--- src/fbab_pkg.sv ---
`timescale 1ns / 1ps
`default_nettype none

package fbab_pkg;

	localparam int COORD_W = 14;
	localparam int SIZE_W = 4;
	localparam int CFG_IDX_W = 3;
	localparam int CFG_DATA_W = 12;
	localparam int CMDQ_DEPTH = 2;
	localparam int CMDQ_AW = 1;
	localparam int CMDQ_CW = 2;

	typedef enum logic [1:0] {
		MODE_CLEAR = 2'd0,
		MODE_BLIT  = 2'd1,
		MODE_STAMP = 2'd2,
		MODE_READ  = 2'd3
	} mode_t;

	typedef enum logic [1:0] {
		OP_CLEAR = 2'd0,
		OP_PAINT = 2'd1,
		OP_READ  = 2'd2
	} op_t;

	localparam logic [CFG_IDX_W-1:0] REG_OFFSET_LINE     = 3'd0;
	localparam logic [CFG_IDX_W-1:0] REG_OFFSET_COLUMN   = 3'd1;
	localparam logic [CFG_IDX_W-1:0] REG_PICTURE_HEIGHT  = 3'd2;
	localparam logic [CFG_IDX_W-1:0] REG_PICTURE_WIDTH   = 3'd3;
	localparam logic [CFG_IDX_W-1:0] REG_BRUSH_THICKNESS = 3'd4;

	typedef struct packed {
		logic [7:0] red;
		logic [7:0] green;
		logic [7:0] blue;
		logic [7:0] alpha;
	} color_t;

	typedef struct packed {
		op_t                op;
		logic [COORD_W-1:0] row;
		logic [COORD_W-1:0] col;
		logic [SIZE_W-1:0]  size;
		color_t             color;
	} cmd_t;

	function automatic logic [7:0] mix8(input logic [7:0] old_c, input logic [7:0] src_c,
			input logic [7:0] a);
		logic [15:0] sum;
		logic [16:0] adj;
		sum = ({8'd0, old_c} * {8'd0, a}) + ({8'd0, src_c} * {8'd0, 8'd255 - a}) + 16'd127;
		adj = {1'b0, sum} + {9'd0, sum[15:8]} + 17'd1;
		return adj[15:8];
	endfunction

	function automatic logic [23:0] blend(input logic [23:0] px, input color_t c);
		return {mix8(px[23:16], c.red, c.alpha), mix8(px[15:8], c.green, c.alpha),
			mix8(px[7:0], c.blue, c.alpha)};
	endfunction

endpackage

`default_nettype wire

--- src/fbab_cmd_fifo.sv ---
`timescale 1ns / 1ps
`default_nettype none

module fbab_cmd_fifo
	import fbab_pkg::*;
(
	input  wire  clk,
	input  wire  arst_n,
	input  wire  push,
	input  cmd_t push_cmd,
	output logic full,
	input  wire  pop,
	output cmd_t head,
	output logic empty
);

	cmd_t               entries_q [CMDQ_DEPTH];
	logic [CMDQ_AW-1:0] wr_ptr_q;
	logic [CMDQ_AW-1:0] rd_ptr_q;
	logic [CMDQ_CW-1:0] count_q;

	assign full  = (count_q == CMDQ_CW'(CMDQ_DEPTH));
	assign empty = (count_q == '0);
	assign head  = entries_q[rd_ptr_q];

	always_ff @(posedge clk) begin
		if (push) begin
			entries_q[wr_ptr_q] <= push_cmd;
		end
	end

	always_ff @(posedge clk or negedge arst_n) begin
		if (!arst_n) begin
			wr_ptr_q <= '0;
			rd_ptr_q <= '0;
			count_q  <= '0;
		end else begin
			if (push) begin
				wr_ptr_q <= wr_ptr_q + CMDQ_AW'(1);
			end
			if (pop) begin
				rd_ptr_q <= rd_ptr_q + CMDQ_AW'(1);
			end
			case ({push, pop})
				2'b10:   count_q <= count_q + CMDQ_CW'(1);
				2'b01:   count_q <= count_q - CMDQ_CW'(1);
				default: count_q <= count_q;
			endcase
		end
	end

`ifndef SYNTH
	a_no_overflow: assert property (@(posedge clk) disable iff (!arst_n)
		push |-> !full) else $error("command queue written while full");
	a_no_underflow: assert property (@(posedge clk) disable iff (!arst_n)
		pop |-> !empty) else $error("command queue read while empty");
	a_head_held: assert property (@(posedge clk) disable iff (!arst_n)
		(!empty && !pop) |=> (!empty && $stable(rd_ptr_q)))
		else $error("pending command lost without a pop");
`endif

endmodule

`default_nettype wire

--- config.mk ---
export PLATFORM = sky130hd
export DESIGN_NAME = fbab_cmd_fifo
export DESIGN_NICKNAME = d
export VERILOG_FILES = /design/src/fbab_pkg.sv /design/src/fbab_cmd_fifo.sv
export SDC_FILE = /design/constraint.sdc
export NUM_CORES = 1
export LEC_CHECK = 0
export BUFFER_PORTS_ARGS = -buffer_cell sky130_fd_sc_hd__buf_2
export CORE_MARGIN = 1.5
export CORE_UTILIZATION = 52
export CTS_CLUSTER_DIAMETER = 40
export DETAILED_ROUTE_END_ITERATION = 8
export GPL_TIMING_DRIVEN = 0
export PLACE_DENSITY = 0.79
export SYNTH_ARGS = -nofsm -noshare
export SYNTH_HDL_FRONTEND = slang
export SYNTH_SLANG_ARGS = --single-unit
--- constraint.sdc ---
create_clock -name clk -period 4.15 [get_ports clk]
set_input_delay 0.2075 -clock clk [delete_from_list [all_inputs] [get_ports clk]]
set_output_delay 0.2075 -clock clk [all_outputs]
set_load 0.03 [all_outputs]
# Word-level counts from Yosys, hierarchy flattened
# Memory sizes are Yosys's and may differ from the RTL's.
# Cells that the tools add are included.
[totals]
reg_bits = 4
mem_count = 1
in_bits = 70
out_inout_bits = 68
ramBits = 132
[classes]
n_reduce_logical = 2
n_mux = 3
n_addsub = 4
n_eq_ne = 3
[mem_list]
columns = ["name", "depth", "width", "read_ports", "rd_clocked_by_memory_dff", "wr", "line_no", "text"]
rows = [
  ["entries_q", 2, 66, 1, 0, 1, "fbab_cmd_fifo.sv:17", "cmd_t entries_q [CMDQ_DEPTH];"],
]
[op_table]
columns = ["operator", "n"]
rows = [
  ["$eq 2x2->1 const B", 2],
  ["$pmux 2 s2", 1],
  ["$add 1x1->1 const B", 2],
  ["$add 2x1->2 const B", 1],
  ["$eq 2x1->1 const B", 1],
  ["$logic_not 2->1", 1],
  ["$mux 1", 2],
  ["$reduce_bool 2->1", 1],
  ["$sub 2x1->2 const B", 1],
]

# Logic depth before layout (Yosys ltp)
[logic_depth]
word_depth = 2
depth_mapped = 5

# Worst setup path before layout
# No wires, ideal clock.
[synth_timing]
kind = "register -> register"
start = "register wr_ptr_q"
end = "memory entries_q[0][0] (netlist bit), enable pin"
path_buffers = 0
synth_period_minus_slack_ps = 3656
stages_incl_launch_ff = 2
path_slack_ps = 494
setup_ps = 492
arrival_time_ps = 3164
path_cell_list = "dfrtp_1 > nor2_1"
[synth_lines]
columns = ["item", "line_no", "text"]
rows = [
  ["start, declared", "fbab_cmd_fifo.sv:18", "logic [CMDQ_AW-1:0] wr_ptr_q;"],
  ["start signal, assigned", "fbab_cmd_fifo.sv:39", "wr_ptr_q <= wr_ptr_q + CMDQ_AW'(1);"],
  ["end, declared", "fbab_cmd_fifo.sv:17", ""],
]
# No word-level cell before the write port.

==> flow_summary_export.csv <==
group,metric,value,unit
clocking,cts.sinks,136,
detailed_routing,routed_wl,9.63,mm
power,leakage,0.00289,uW
power,p_per_area,722,mW/mm^2
yosys,ys_seq_area_share,80.3,%
power,finalPower,5240,uW
setup_path,required,3.94,ns
timing,rsz0062_at_grt,"false",
die,dieArea,0.0103,sq mm
layout,antenna_cells,0,
timing,setup_ws,2.13,ns
yosys,synth_compound_area_share,0,%
yosys,synth_seq_cells,136,
detailed_routing,drt-initial-drc-count,82,
detailed_routing,post-route-drc-count,0,
timing,hold_violations,0,
die,die-width,102,microns
yosys,synthDistinctLibCells,14,
place,dpl.hpwl,5.54,mm
yosys,ys_warn_count,0,
setup_path,worstPathCellList,"buf_4 -> buf_6 -> mux2_4 -> buf_2",
global_routing,grt_pass1_wl,14.5,mm
yosys,yosys.area_share.adder,0.247,%
die,coreArea,0.00933,sq mm
yosys,synthMuxAreaShare,16.9,%
run,maxCapViolCount,0,
timing,timing.fmax,494,MHz
detailed_routing,ant_nets,0,
detailed_routing,vias,2860,
yosys,yosys.area_share.xor_xnor,0.865,%
yosys,synth_top_family_by_area,"multiplexers",
setup_path,cp-endpoint,"head[33]",
setup_path,criticalPathCategory,"reg2out",
clocking,clock_latency,0.50,ns
setup_path,crit_arrival,1.82,ns
yosys,postSynthAreaPerCell,22.9,sq um
die,start_util,54.2,%
die,fp-row-count,35,
timing,min_period_over_period,48.8,%
place,globalplace.congestion,0.694,
timing,worstMarginPinSlew,0.915,ns
global_routing,first_global_vias,3028,
layout,final_nets,519,
setup_path,max_stage_delay,0.39,ns
setup_path,cp_max_fo,10,
timing,fin_crit,2.02,ns
timing,setup_viol,0,
yosys,syn_inst,221,
place,place_area,0.00596,sq mm
setup_path,r2r-start,"wr_ptr_q",
detailed_routing,dr.pass1.iters,4,
setup_path,path_delay_family,"buffers and inverters",
setup_path,startpoint_type,"register",
layout,area_growth,43.5,%
setup_path,r2r_cells,1,
setup_path,startpoint,"rd_ptr_q",
yosys,yosys.area_share.simple,0.470,%
power,ir_drop,455,uV
setup_path,critPathSlowestCell,"dfrtp_1",
setup_path,end_kind,"output port",
min_path,hp-class,"in2async",
timing,holdWs,0.0530,ns
clocking,post_cts_buffers,0,
global_routing,grt_remaining_overflow,0,
layout,n_fill_cell,515,
global_routing,antenna_found_initial,0,
clocking,clk_pin_slew,0.06,ns
clocking,cts_tree,"done",
clocking,h-tree-depth,4,
setup_path,r2r_setup_slack,2.53,ns
yosys,syn_area,0.00506,sq mm
clocking,cts_buffer_depth,2,
place,port_buffers,137,
detailed_routing,viasPerCell,4.85,
detailed_routing,wl_per_cell,16.3,microns
clocking,clockRootBuffer,"clkbuf_8",
die,die_height,102,microns
setup_path,r2r-end,"entries_q[1][19]",
layout,fin_area,0.00726,sq mm
timing,worst_clock_skew,0.00728,ns
timing,slew_headroom,39.0,%
yosys,syn_nets,292,
place,dp_worst_setup_slack,2.53,ns
global_routing,grt_use_total,19.4,%
timing,drv_slew,0,
layout,drive_gt1_share,52.7,%
global_routing,grt_max_degree,67,
setup_path,crit_buf_inv,3,
setup_path,crit_cells,4,
die,io_pins,138,
run_status,status,"complete, no violations",
clocking,numCtsBuffers,17,
-- Yosys cell counts --
| library cell | instances | area [sq um] |
|---|---|---|
| and2_1 | 1 | 6.26 |
| buf_2 | 3 | 15.0 |
| edfxtp_1 | 132 | 3960 |
| ha_1 | 1 | 12.5 |
| xor2_1 | 3 | 26.3 |
| xnor2_1 | 2 | 17.5 |
| dfrtp_1 | 4 | 100 |
| mux2_2 | 36 | 405 |
| nor2_1 | 3 | 11.3 |
| mux2_4 | 30 | 450 |
| inv_1 | 1 | 3.75 |
| buf_4 | 1 | 7.51 |
| nor2b_1 | 1 | 6.26 |
| buf_6 | 3 | 33.8 |
-- per-layer routing --
layer	part of all wire [%]	track usage (%)
met2	54	34.9
met3	6.2	6.49
met1	40	21.3
met5	0	0
met4	0.66	7.26
-- repair_timing --
item | CTS | global route
hold endpoints to repair | 138 | 0
endpoints found under the setup margin | 0 | 0
hold buffers | 69 | 0
gates resized for setup | 0 | 0
-- per-stage QoR --
stage / setup TNS (ns) / instances / utilization (%)
2_1_floorplan: 0 / 221 / -
3_3_place_gp: -64.87 / 487 / 63.3
3_5_place_dp: 0 / 489 / 63.9
4_1_cts: 0 / 590 / 77.8
5_1_grt: 0 / 590 / 77.8
6_report: 0 / 590 / 77.8
-- cell families (layout without fill, tap and decap cells) --
| family | Yosys count | count (layout) |
|---|---|---|
| flops | 136 | 136 |
| buf+inv | 8 | 248 |
| mux | 66 | 66 |
| simple gates | 5 | 5 |
| fa+ha+maj | 1 | 1 |
| xor+xnor | 5 | 5 |
-- sequential cells by signal (all words and copies together), names as in the netlist --
name	cells
entries_q	132
count_q	2
rd_ptr_q	1
wr_ptr_q	1
-- layout by cell type (no fill, tap or decap) --
cell type,netlist,routed
buf_2,3,140
bufinv_16,0,4
clkbuf_1,0,1
ha_1,1,1
nor2_1,3,2
clkinv_4,0,1
inv_6,0,4
and2_4,0,1
buf_4,1,1
buf_6,3,3
nor2b_1,1,1
clkbuf_16,0,16
mux2_2,36,36
clkinvlp_4,0,3
dlygate4sd3_1,0,69
clkbuf_8,0,1
buf_12,0,2
mux2_4,30,30
inv_1,1,1
nor2_4,0,1
xor2_1,3,3
clkinv_1,0,2
dfrtp_1,4,4
edfxtp_1,132,132
xnor2_1,2,2
-- power by group --
group	leakage, uW	total [uW]	internal [uW]	switching, uW
Clock	0.000288	1530	980	551
Combinational	0.00131	1800	704	1100
Sequential	0.00129	1910	1830	82.2
-- final cells by class --
type	instances	area, sq um	share of cell area [%]
sequential	136	4060	56.0
timing repair buffer	208	1420	19.5
multi-input combinational	77	946	13.0
clock buffer	18	418	5.76
clock inverter	14	194	2.67
tap	129	161	2.22
buffer	7	56.3	0.776
inverter	1	3.75	0.0517
-- worst min-delay path by stage --
stage,endpoint,depth (start not counted)
CTS,count_q[0],2
finish,count_q[0],2
detailed placement,count_q[1],1
floorplan,count_q[0],0
global route,count_q[0],2
global placement,count_q[1],1
Power figures use the tool's default switching activity.
