<file path="config.mk">
export PLATFORM = sky130hd
export DESIGN_NAME = fbab_front
export DESIGN_NICKNAME = d
export VERILOG_FILES = /design/src/fbab_pkg.sv /design/src/fbab_front.sv
export SDC_FILE = /design/constraint.sdc
export NUM_CORES = 1
export LEC_CHECK = 0
export BUFFER_PORTS_ARGS = -buffer_cell sky130_fd_sc_hd__buf_2
export CORE_MARGIN = 2
export CORE_UTILIZATION = 50
export DETAILED_ROUTE_END_ITERATION = 7
export GPL_ROUTABILITY_DRIVEN = 0
export HOLD_SLACK_MARGIN = 0.08
export PLACE_DENSITY = 0.8
export SKIP_LAST_GASP = 1
export SYNTH_ARGS = -nofsm -noshare
export SYNTH_HDL_FRONTEND = slang
export SYNTH_SLANG_ARGS = --single-unit
</file>
<file path="constraint.sdc">
create_clock -name clk -period 4 [get_ports clk]
set_input_delay 0.4 -clock clk [delete_from_list [all_inputs] [get_ports clk]]
set_output_delay 0.4 -clock clk [all_outputs]
set_load 0.02 [all_outputs]
</file>
<file path="src/fbab_pkg.sv">
`timescale 1ns / 1ps
`default_nettype none

package fbab_pkg;

	localparam int COORD_W = 14;
	localparam int SIZE_W = 4;
	localparam int CFG_IDX_W = 3;
	localparam int CFG_DATA_W = 12;
	localparam int CMDQ_DEPTH = 2;
	localparam int CMDQ_AW = 1;
	localparam int CMDQ_CW = 2;

	typedef enum logic [1:0] {
		MODE_CLEAR = 2'd0,
		MODE_BLIT  = 2'd1,
		MODE_STAMP = 2'd2,
		MODE_READ  = 2'd3
	} mode_t;

	typedef enum logic [1:0] {
		OP_CLEAR = 2'd0,
		OP_PAINT = 2'd1,
		OP_READ  = 2'd2
	} op_t;

	localparam logic [CFG_IDX_W-1:0] REG_OFFSET_LINE     = 3'd0;
	localparam logic [CFG_IDX_W-1:0] REG_OFFSET_COLUMN   = 3'd1;
	localparam logic [CFG_IDX_W-1:0] REG_PICTURE_HEIGHT  = 3'd2;
	localparam logic [CFG_IDX_W-1:0] REG_PICTURE_WIDTH   = 3'd3;
	localparam logic [CFG_IDX_W-1:0] REG_BRUSH_THICKNESS = 3'd4;

	typedef struct packed {
		logic [7:0] red;
		logic [7:0] green;
		logic [7:0] blue;
		logic [7:0] alpha;
	} color_t;

	typedef struct packed {
		op_t                op;
		logic [COORD_W-1:0] row;
		logic [COORD_W-1:0] col;
		logic [SIZE_W-1:0]  size;
		color_t             color;
	} cmd_t;

	function automatic logic [7:0] mix8(input logic [7:0] old_c, input logic [7:0] src_c,
			input logic [7:0] a);
		logic [15:0] sum;
		logic [16:0] adj;
		sum = ({8'd0, old_c} * {8'd0, a}) + ({8'd0, src_c} * {8'd0, 8'd255 - a}) + 16'd127;
		adj = {1'b0, sum} + {9'd0, sum[15:8]} + 17'd1;
		return adj[15:8];
	endfunction

	function automatic logic [23:0] blend(input logic [23:0] px, input color_t c);
		return {mix8(px[23:16], c.red, c.alpha), mix8(px[15:8], c.green, c.alpha),
			mix8(px[7:0], c.blue, c.alpha)};
	endfunction

endpackage

`default_nettype wire

</file>
<file path="src/fbab_front.sv">
`timescale 1ns / 1ps
`default_nettype none

module fbab_front
	import fbab_pkg::*;
#(
	parameter int MAX_BRUSH = 8
) (
	input  wire                  clk,
	input  wire                  arst_n,
	input  wire                  in_valid,
	output logic                 in_stall,
	input  wire  [1:0]           mode,
	input  wire  [10:0]          pos_line,
	input  wire  [10:0]          pos_column,
	input  wire  [7:0]           src_red,
	input  wire  [7:0]           src_green,
	input  wire  [7:0]           src_blue,
	input  wire  [7:0]           src_alpha,
	input  wire                  cfg_valid,
	output logic                 cfg_ready,
	input  wire  [CFG_IDX_W-1:0] cfg_index,
	input  wire  [CFG_DATA_W-1:0] cfg_data,
	input  wire                  clearing,
	input  wire                  q_full,
	output logic                 push,
	output cmd_t                 push_cmd
);

	logic [11:0]       offset_line_q;
	logic [11:0]       offset_column_q;
	logic [11:0]       picture_height_q;
	logic [11:0]       picture_width_q;
	logic [SIZE_W-1:0] brush_thickness_q;

	logic [SIZE_W-1:0]  thick_sat;
	logic [COORD_W-1:0] line_ext;
	logic [COORD_W-1:0] col_ext;
	logic [COORD_W-1:0] ol_ext;
	logic [COORD_W-1:0] oc_ext;
	logic [COORD_W-1:0] half_ext;
	logic               clip_ok;

	assign cfg_ready = 1'b1;
	assign in_stall  = q_full | clearing;
	assign push      = in_valid & ~in_stall;

	always_ff @(posedge clk or negedge arst_n) begin
		if (!arst_n) begin
			offset_line_q     <= '0;
			offset_column_q   <= '0;
			picture_height_q  <= '0;
			picture_width_q   <= '0;
			brush_thickness_q <= SIZE_W'(1);
		end else if (cfg_valid && cfg_ready) begin
			case (cfg_index)
				REG_OFFSET_LINE:     offset_line_q     <= cfg_data;
				REG_OFFSET_COLUMN:   offset_column_q   <= cfg_data;
				REG_PICTURE_HEIGHT:  picture_height_q  <= cfg_data;
				REG_PICTURE_WIDTH:   picture_width_q   <= cfg_data;
				REG_BRUSH_THICKNESS: brush_thickness_q <= cfg_data[SIZE_W-1:0];
				default: ;
			endcase
		end
	end

	always_comb begin
		thick_sat = (brush_thickness_q > SIZE_W'(MAX_BRUSH)) ? SIZE_W'(MAX_BRUSH)
			: brush_thickness_q;
		line_ext  = COORD_W'(pos_line);
		col_ext   = COORD_W'(pos_column);
		ol_ext    = {{(COORD_W-12){offset_line_q[11]}}, offset_line_q};
		oc_ext    = {{(COORD_W-12){offset_column_q[11]}}, offset_column_q};
		half_ext  = COORD_W'(thick_sat[SIZE_W-1:1]);
		clip_ok   = ({1'b0, pos_line} < picture_height_q) &&
			({1'b0, pos_column} < picture_width_q);

		push_cmd.color.red   = src_red;
		push_cmd.color.green = src_green;
		push_cmd.color.blue  = src_blue;
		push_cmd.color.alpha = src_alpha;

		case (mode_t'(mode))
			MODE_CLEAR: begin
				push_cmd.op   = OP_CLEAR;
				push_cmd.row  = '0;
				push_cmd.col  = '0;
				push_cmd.size = '0;
			end
			MODE_BLIT: begin
				push_cmd.op   = OP_PAINT;
				push_cmd.row  = line_ext + ol_ext;
				push_cmd.col  = col_ext + oc_ext;
				push_cmd.size = clip_ok ? SIZE_W'(1) : '0;
			end
			MODE_STAMP: begin
				push_cmd.op   = OP_PAINT;
				push_cmd.row  = line_ext + ol_ext - half_ext;
				push_cmd.col  = col_ext + oc_ext - half_ext;
				push_cmd.size = thick_sat;
			end
			MODE_READ: begin
				push_cmd.op   = OP_READ;
				push_cmd.row  = line_ext;
				push_cmd.col  = col_ext;
				push_cmd.size = SIZE_W'(1);
			end
			default: begin
				push_cmd.op   = OP_READ;
				push_cmd.row  = line_ext;
				push_cmd.col  = col_ext;
				push_cmd.size = '0;
			end
		endcase
	end

endmodule

`default_nettype wire

</file>
* Yosys cells after proc, flatten, opt, wreduce, memory -nomap -nowiden
Cells that the tools add are included.
** Operators by class
- Reduce and logical (&&, ||, !) cells :: 8
- Bitwise gates (word level) :: 3
- Muxes and demuxes :: 3
- Equality and inequality tests :: 7
- Order comparisons :: 3
- Add/subtract/negate cells :: 4
** Operators by type and width (number)
- one-hot mux 34 bit (4 select lines) :: 1
- subtractor 13 x 4 -> 14 bit :: 2
- adder 12 x 12 -> 13 bit :: 2
- less-than comparator 11 x 12 -> 1 bit :: 2
- AND reduction 2 bit :: 5
- equality test 3 x 2 -> 1 bit, second input constant :: 2
- equality test 2 bit, second input constant :: 2
- greater-than comparator 4 bit, second input constant :: 1
- two-way mux 4 bit :: 1
- equality test 3 x 1 -> 1 bit, second input constant :: 1
- equality test 3 bit, second input constant :: 1
- logical NOT 3 bit :: 1
- equality test 2 x 1 -> 1 bit, second input constant :: 1
- logical NOT 2 bit :: 1
- AND 1 bit :: 1
- logical AND 1 bit :: 1
- two-way mux 1 bit :: 1
- inverter 1 bit :: 1
- bitwise OR 1 bit :: 1
** Storage, ports and cells
- Output and inout port bits :: 69
- Register bits :: 52
- Input bits :: 77

* Logic depth before layout (Yosys ltp)
- Depth in word-level cells :: 4
- Gate-level depth with buffers :: 12
- Mapped depth without buffers :: 12

* Least setup slack after synthesis
OpenSTA, ideal clock, no wires.
- Path kind :: input to output
- From :: in pos_column[0]
- To :: out push_cmd[47] in the netlist's numbering
- Path slack :: 0.611 ns
- Data required time :: 3.600 ns
- Stages on the path :: 12
- Arrival time :: 2.989 ns
- Buffers on the path :: 0
- Path through :: ha_1 -> inv_1 -> fa_1 -> inv_1 -> ha_1 -> nor2b_1 -> o21a_1 -> a211oi_1 -> o2111ai_1 -> nor3_2 -> nand3_1 -> o221ai_1
** RTL lines
- from (decl) :: RTL line fbab_front.sv:15 : input wire [10:0] pos_column,
- to (decl) :: RTL line fbab_front.sv:27 : output cmd_t push_cmd

==> run_results.csv <==
group,metric,value,unit
floorplan,die_h,104,µm
synthesis,syn_area_per_cell,9.01,µm²
sta,fin_crit_sh,96.0,%
cts,cts_buffers,5,
floorplan,die_area,0.0109,mm²
layout,layout.cells.non_filler,740,
setup_path,timing.reg2reg.setup_slack,3.14,ns
setup_path,start_kind,"flip-flop",
sta,finalClockSkew,0,ns
sta,worstMarginPinSlew,0.671,ns
floorplan,fp-row-count,36,
sta,worst_hold_slack,0.192,ns
run_status,outcome,"complete, no violations",
routing,drt_iter0_drc,332,
power_and_ir_drop,ir_drop,0.223,mV
sta,fmax,260,MHz
global_route,grt_pass1_wl,20200,µm
setup_path,reg2reg_depth,2,
floorplan,die_w,104,µm
layout,fillers,912,
placed_design,port_buffers,80,
synthesis,synth_edf_count,0,
synthesis,ys_top_cells_by_area,"dfrtp_1 25%, ha_1 13%, mux2_2 8.5%, buf_4 4.9%, nand2_1 3.6%",
setup_path,crit_required,3.60,ns
synthesis,ys_async_sr_fraction,100,%
cts,root_buffer,"clkbuf_8",
cts,cts_tree,"built",
synthesis,yosysWarningCount,0,
sta,worst_slack,0.161,ns
cts,clock_sinks,52,
synthesis,yosysUniqueCellTypes,78,
global_route,grt_max_degree,53,
layout,utilization,55.7,%
sta,maxSlewHeadroom,55.2,%
routing,first_pass_iters,7,
worst_hold_path,min_path_type,"in -> async",
layout,multi_input_area,0.00326,mm²
synthesis,synth_seq_cells,52,
synthesis,syn-cell-area,0.00504,mm²
power_and_ir_drop,p_leak,0.00255,µW
setup_path,r2r-end,"brush_thickness_q[3]",
global_route,grt_use_total,22.4,%
global_route,overflow,0,
setup_path,critPathKind,"reg -> out",
sta,fin_crit,3.84,ns
global_route,antenna_found_initial,0,
sta,setup_violations,0,
sta,rsz0062_at_grt,"yes",
sta,drv_slew,0,
synthesis,yosysTopAreaCellShare,25.3,%
cts,clock_path_buffers,2,
synthesis,ys_seq_area_share,25.8,%
layout,antenna_cells,0,
setup_path,worstPathMaxFanout,5,
cts,clk_latency,0.31,ns
setup_path,cp-end-kind,"output pin",
power_and_ir_drop,finalPower,2540,µW
synthesis,synth_cells,560,
cts,htreeDepth,2,
global_route,grt_pass1_vias,4196,
routing,drc,0,
placed_design,place_ws,0.210,ns
routing,num_vias,4379,
placed_design,place_inst,730,
floorplan,ios,146,
synthesis,yosysTopAreaCell,"dfrtp_1",
job,maxCapViolations,0,
synthesis,syn_nets,694,
placed_design,dp_hpwl,9680,µm
routing,detail_route.wl_per_cell,16.6,µm
routing,viasPerCell,5.92,
layout,fin_nets,740,
setup_path,worstPathArrival,3.44,ns
synthesis,ys.flop_type,"dfrtp_1",
routing,drtAntennaViolNets,0,
cts,clkTransAtPathRegs,0.09,ns
floorplan,start_util,51.6,%
layout,ff_latch_area,0.00130,mm²
sta,hold_viol_final,0,
layout,drive_gt1_share,26.0,%
power_and_ir_drop,p_per_area,467,mW/mm²
layout,area_delta_synth_final,7.99,%
routing,routed_wirelength,12300,µm
floorplan,coreArea,0.00977,mm²
cts,cts_hold_buf,0,
setup_path,timing.rr.start,"brush_thickness_q[3]",
power breakdown:
| group | internal (µW) | leakage (µW) | switching, µW | total, µW |
|---|---|---|---|---|
| clock | 124 | 0.0000422 | 175 | 299 |
| sequential | 640 | 0.000625 | 57.5 | 698 |
| combinational | 643 | 0.00188 | 903 | 1550 |
flip-flops by register name, summed over array words and instances, names as in the netlist:
signal / cells
brush_thickness_q: 4
offset_line_q: 12
picture_width_q: 12
picture_height_q: 12
offset_column_q: 12
critical path: stages, from the launching register on:
cell      delay (ns)
dfrtp_1         0.36
ha_1            0.19
inv_1           0.07
fa_1            0.54
inv_1           0.07
ha_1            0.28
nor2b_1         0.13
o21ai_0         0.17
nand2b_1        0.13
nor3_4          0.23
nand4_4         0.16
o311a_1         0.37
a221o_1         0.26
buf_2           0.16
cell usage after synthesis, types with 2 or more instances:
cell,n
or2_2,3
and3_1,2
buf_6,3
nand3_1,11
clkbuf_1,12
nand4b_1,2
o221ai_1,7
a221oi_2,2
o21ai_1,7
xor2_1,8
fa_1,4
inv_1,44
a211oi_1,5
mux2_2,38
o21a_1,7
o2111ai_1,3
o21bai_1,2
and2_1,3
and3b_1,2
a222oi_1,7
a211oi_2,2
nand2_1,48
nor2_1,31
or2_1,2
o2bb2ai_1,3
xnor2_1,13
a211o_1,3
a21oi_1,26
a22oi_1,4
o21ai_0,29
o211ai_1,6
nand2b_1,7
nor3_1,6
nor4_1,5
nor2b_1,12
a31oi_1,4
a21o_1,6
a221o_1,4
buf_4,33
ha_1,53
nor3b_1,4
dfrtp_1,51
layout by cell type, fill, tap and decap left out, types with 3 or more instances in the layout:
cell	instances
o21ai_0	29
a222oi_1	7
a211oi_2	3
xnor2_1	13
ha_1	53
nand2_1	48
o21a_1	7
nor2_1	31
o21ai_1	7
nor4_1	4
fa_1	4
o221ai_1	7
nor3_1	6
buf_2	80
a21o_1	6
dfrtp_1	51
o2bb2ai_1	3
inv_1	44
clkbuf_8	5
xor2_1	8
a211o_1	3
mux2_2	38
a22oi_1	4
or2_2	3
buf_4	9
o211ai_1	6
a211oi_1	4
nand3_1	11
a21oi_1	26
o2111ai_1	3
nor2b_1	12
a221o_1	4
and2_1	3
nor3b_1	4
a31oi_1	4
nand2b_1	7
routing by layer:
layer,track usage [%],up-vias,share of wire [%]
li1,-,2091,-
met1,29.5,2104,45
met2,37.7,157,48
met3,3.45,27,5.5
met4,6.95,0,2.0
met5,0,-,0
cell type report:
type / instances / share of cell area [%]
Timing Repair Buffer: 89 / 8.59
Clock inverter: 1 / 0.0919
Tap cell: 133 / 3.05
Sequential cell: 52 / 23.9
Multi-Input combinational cell: 414 / 59.9
Clock buffer: 7 / 1.40
Inverter: 44 / 3.03
through the flow:
stage / area (µm²) / TNS [ns]
floorplan: 5040 / 0
global placement: 5330 / 0
detailed placement: 5330 / 0
CTS: 5410 / 0
global route: 5450 / -0.0405
finish: 5450 / 0
worst max path at each step:
stage,startpoint,slack (ns),to,cells after the start
floorplan,pos_column[0],0.61,push_cmd[47],12
global placement,pos_column[0],0.32,push_cmd[47],14
finish,offset_line_q[0],0.16,push_cmd[61],13
global route,offset_column_q[0],-0.04,push_cmd[47],12
detailed placement,pos_column[0],0.21,push_cmd[47],14
CTS,offset_column_q[0],0.04,push_cmd[47],13
kinds of logic (layout without fill, tap and decap cells):
| kind of cell | Yosys count | count (layout) | synth area share, % |
|---|---|---|---|
| adder cells (fa/ha/maj) | 57 | 57 | 14.7 |
| XOR/XNOR | 22 | 22 | 4.19 |
| AO/OA/AOI/OAI | 142 | 142 | 20.5 |
| multiplexers | 38 | 38 | 8.48 |
| flip-flops | 52 | 52 | 25.8 |
| buffers and inverters | 94 | 141 | 9.92 |
| AND/OR/NAND/NOR | 154 | 154 | 16.3 |
| other | 1 | 1 | 0.0743 |
repair_timing:
item,4_1_cts,5_1_grt
setup buffers,0,2
endpoints found under the setup margin,0,7
resized for setup,0,3
Note: power is estimated with default switching activity, not from simulation.
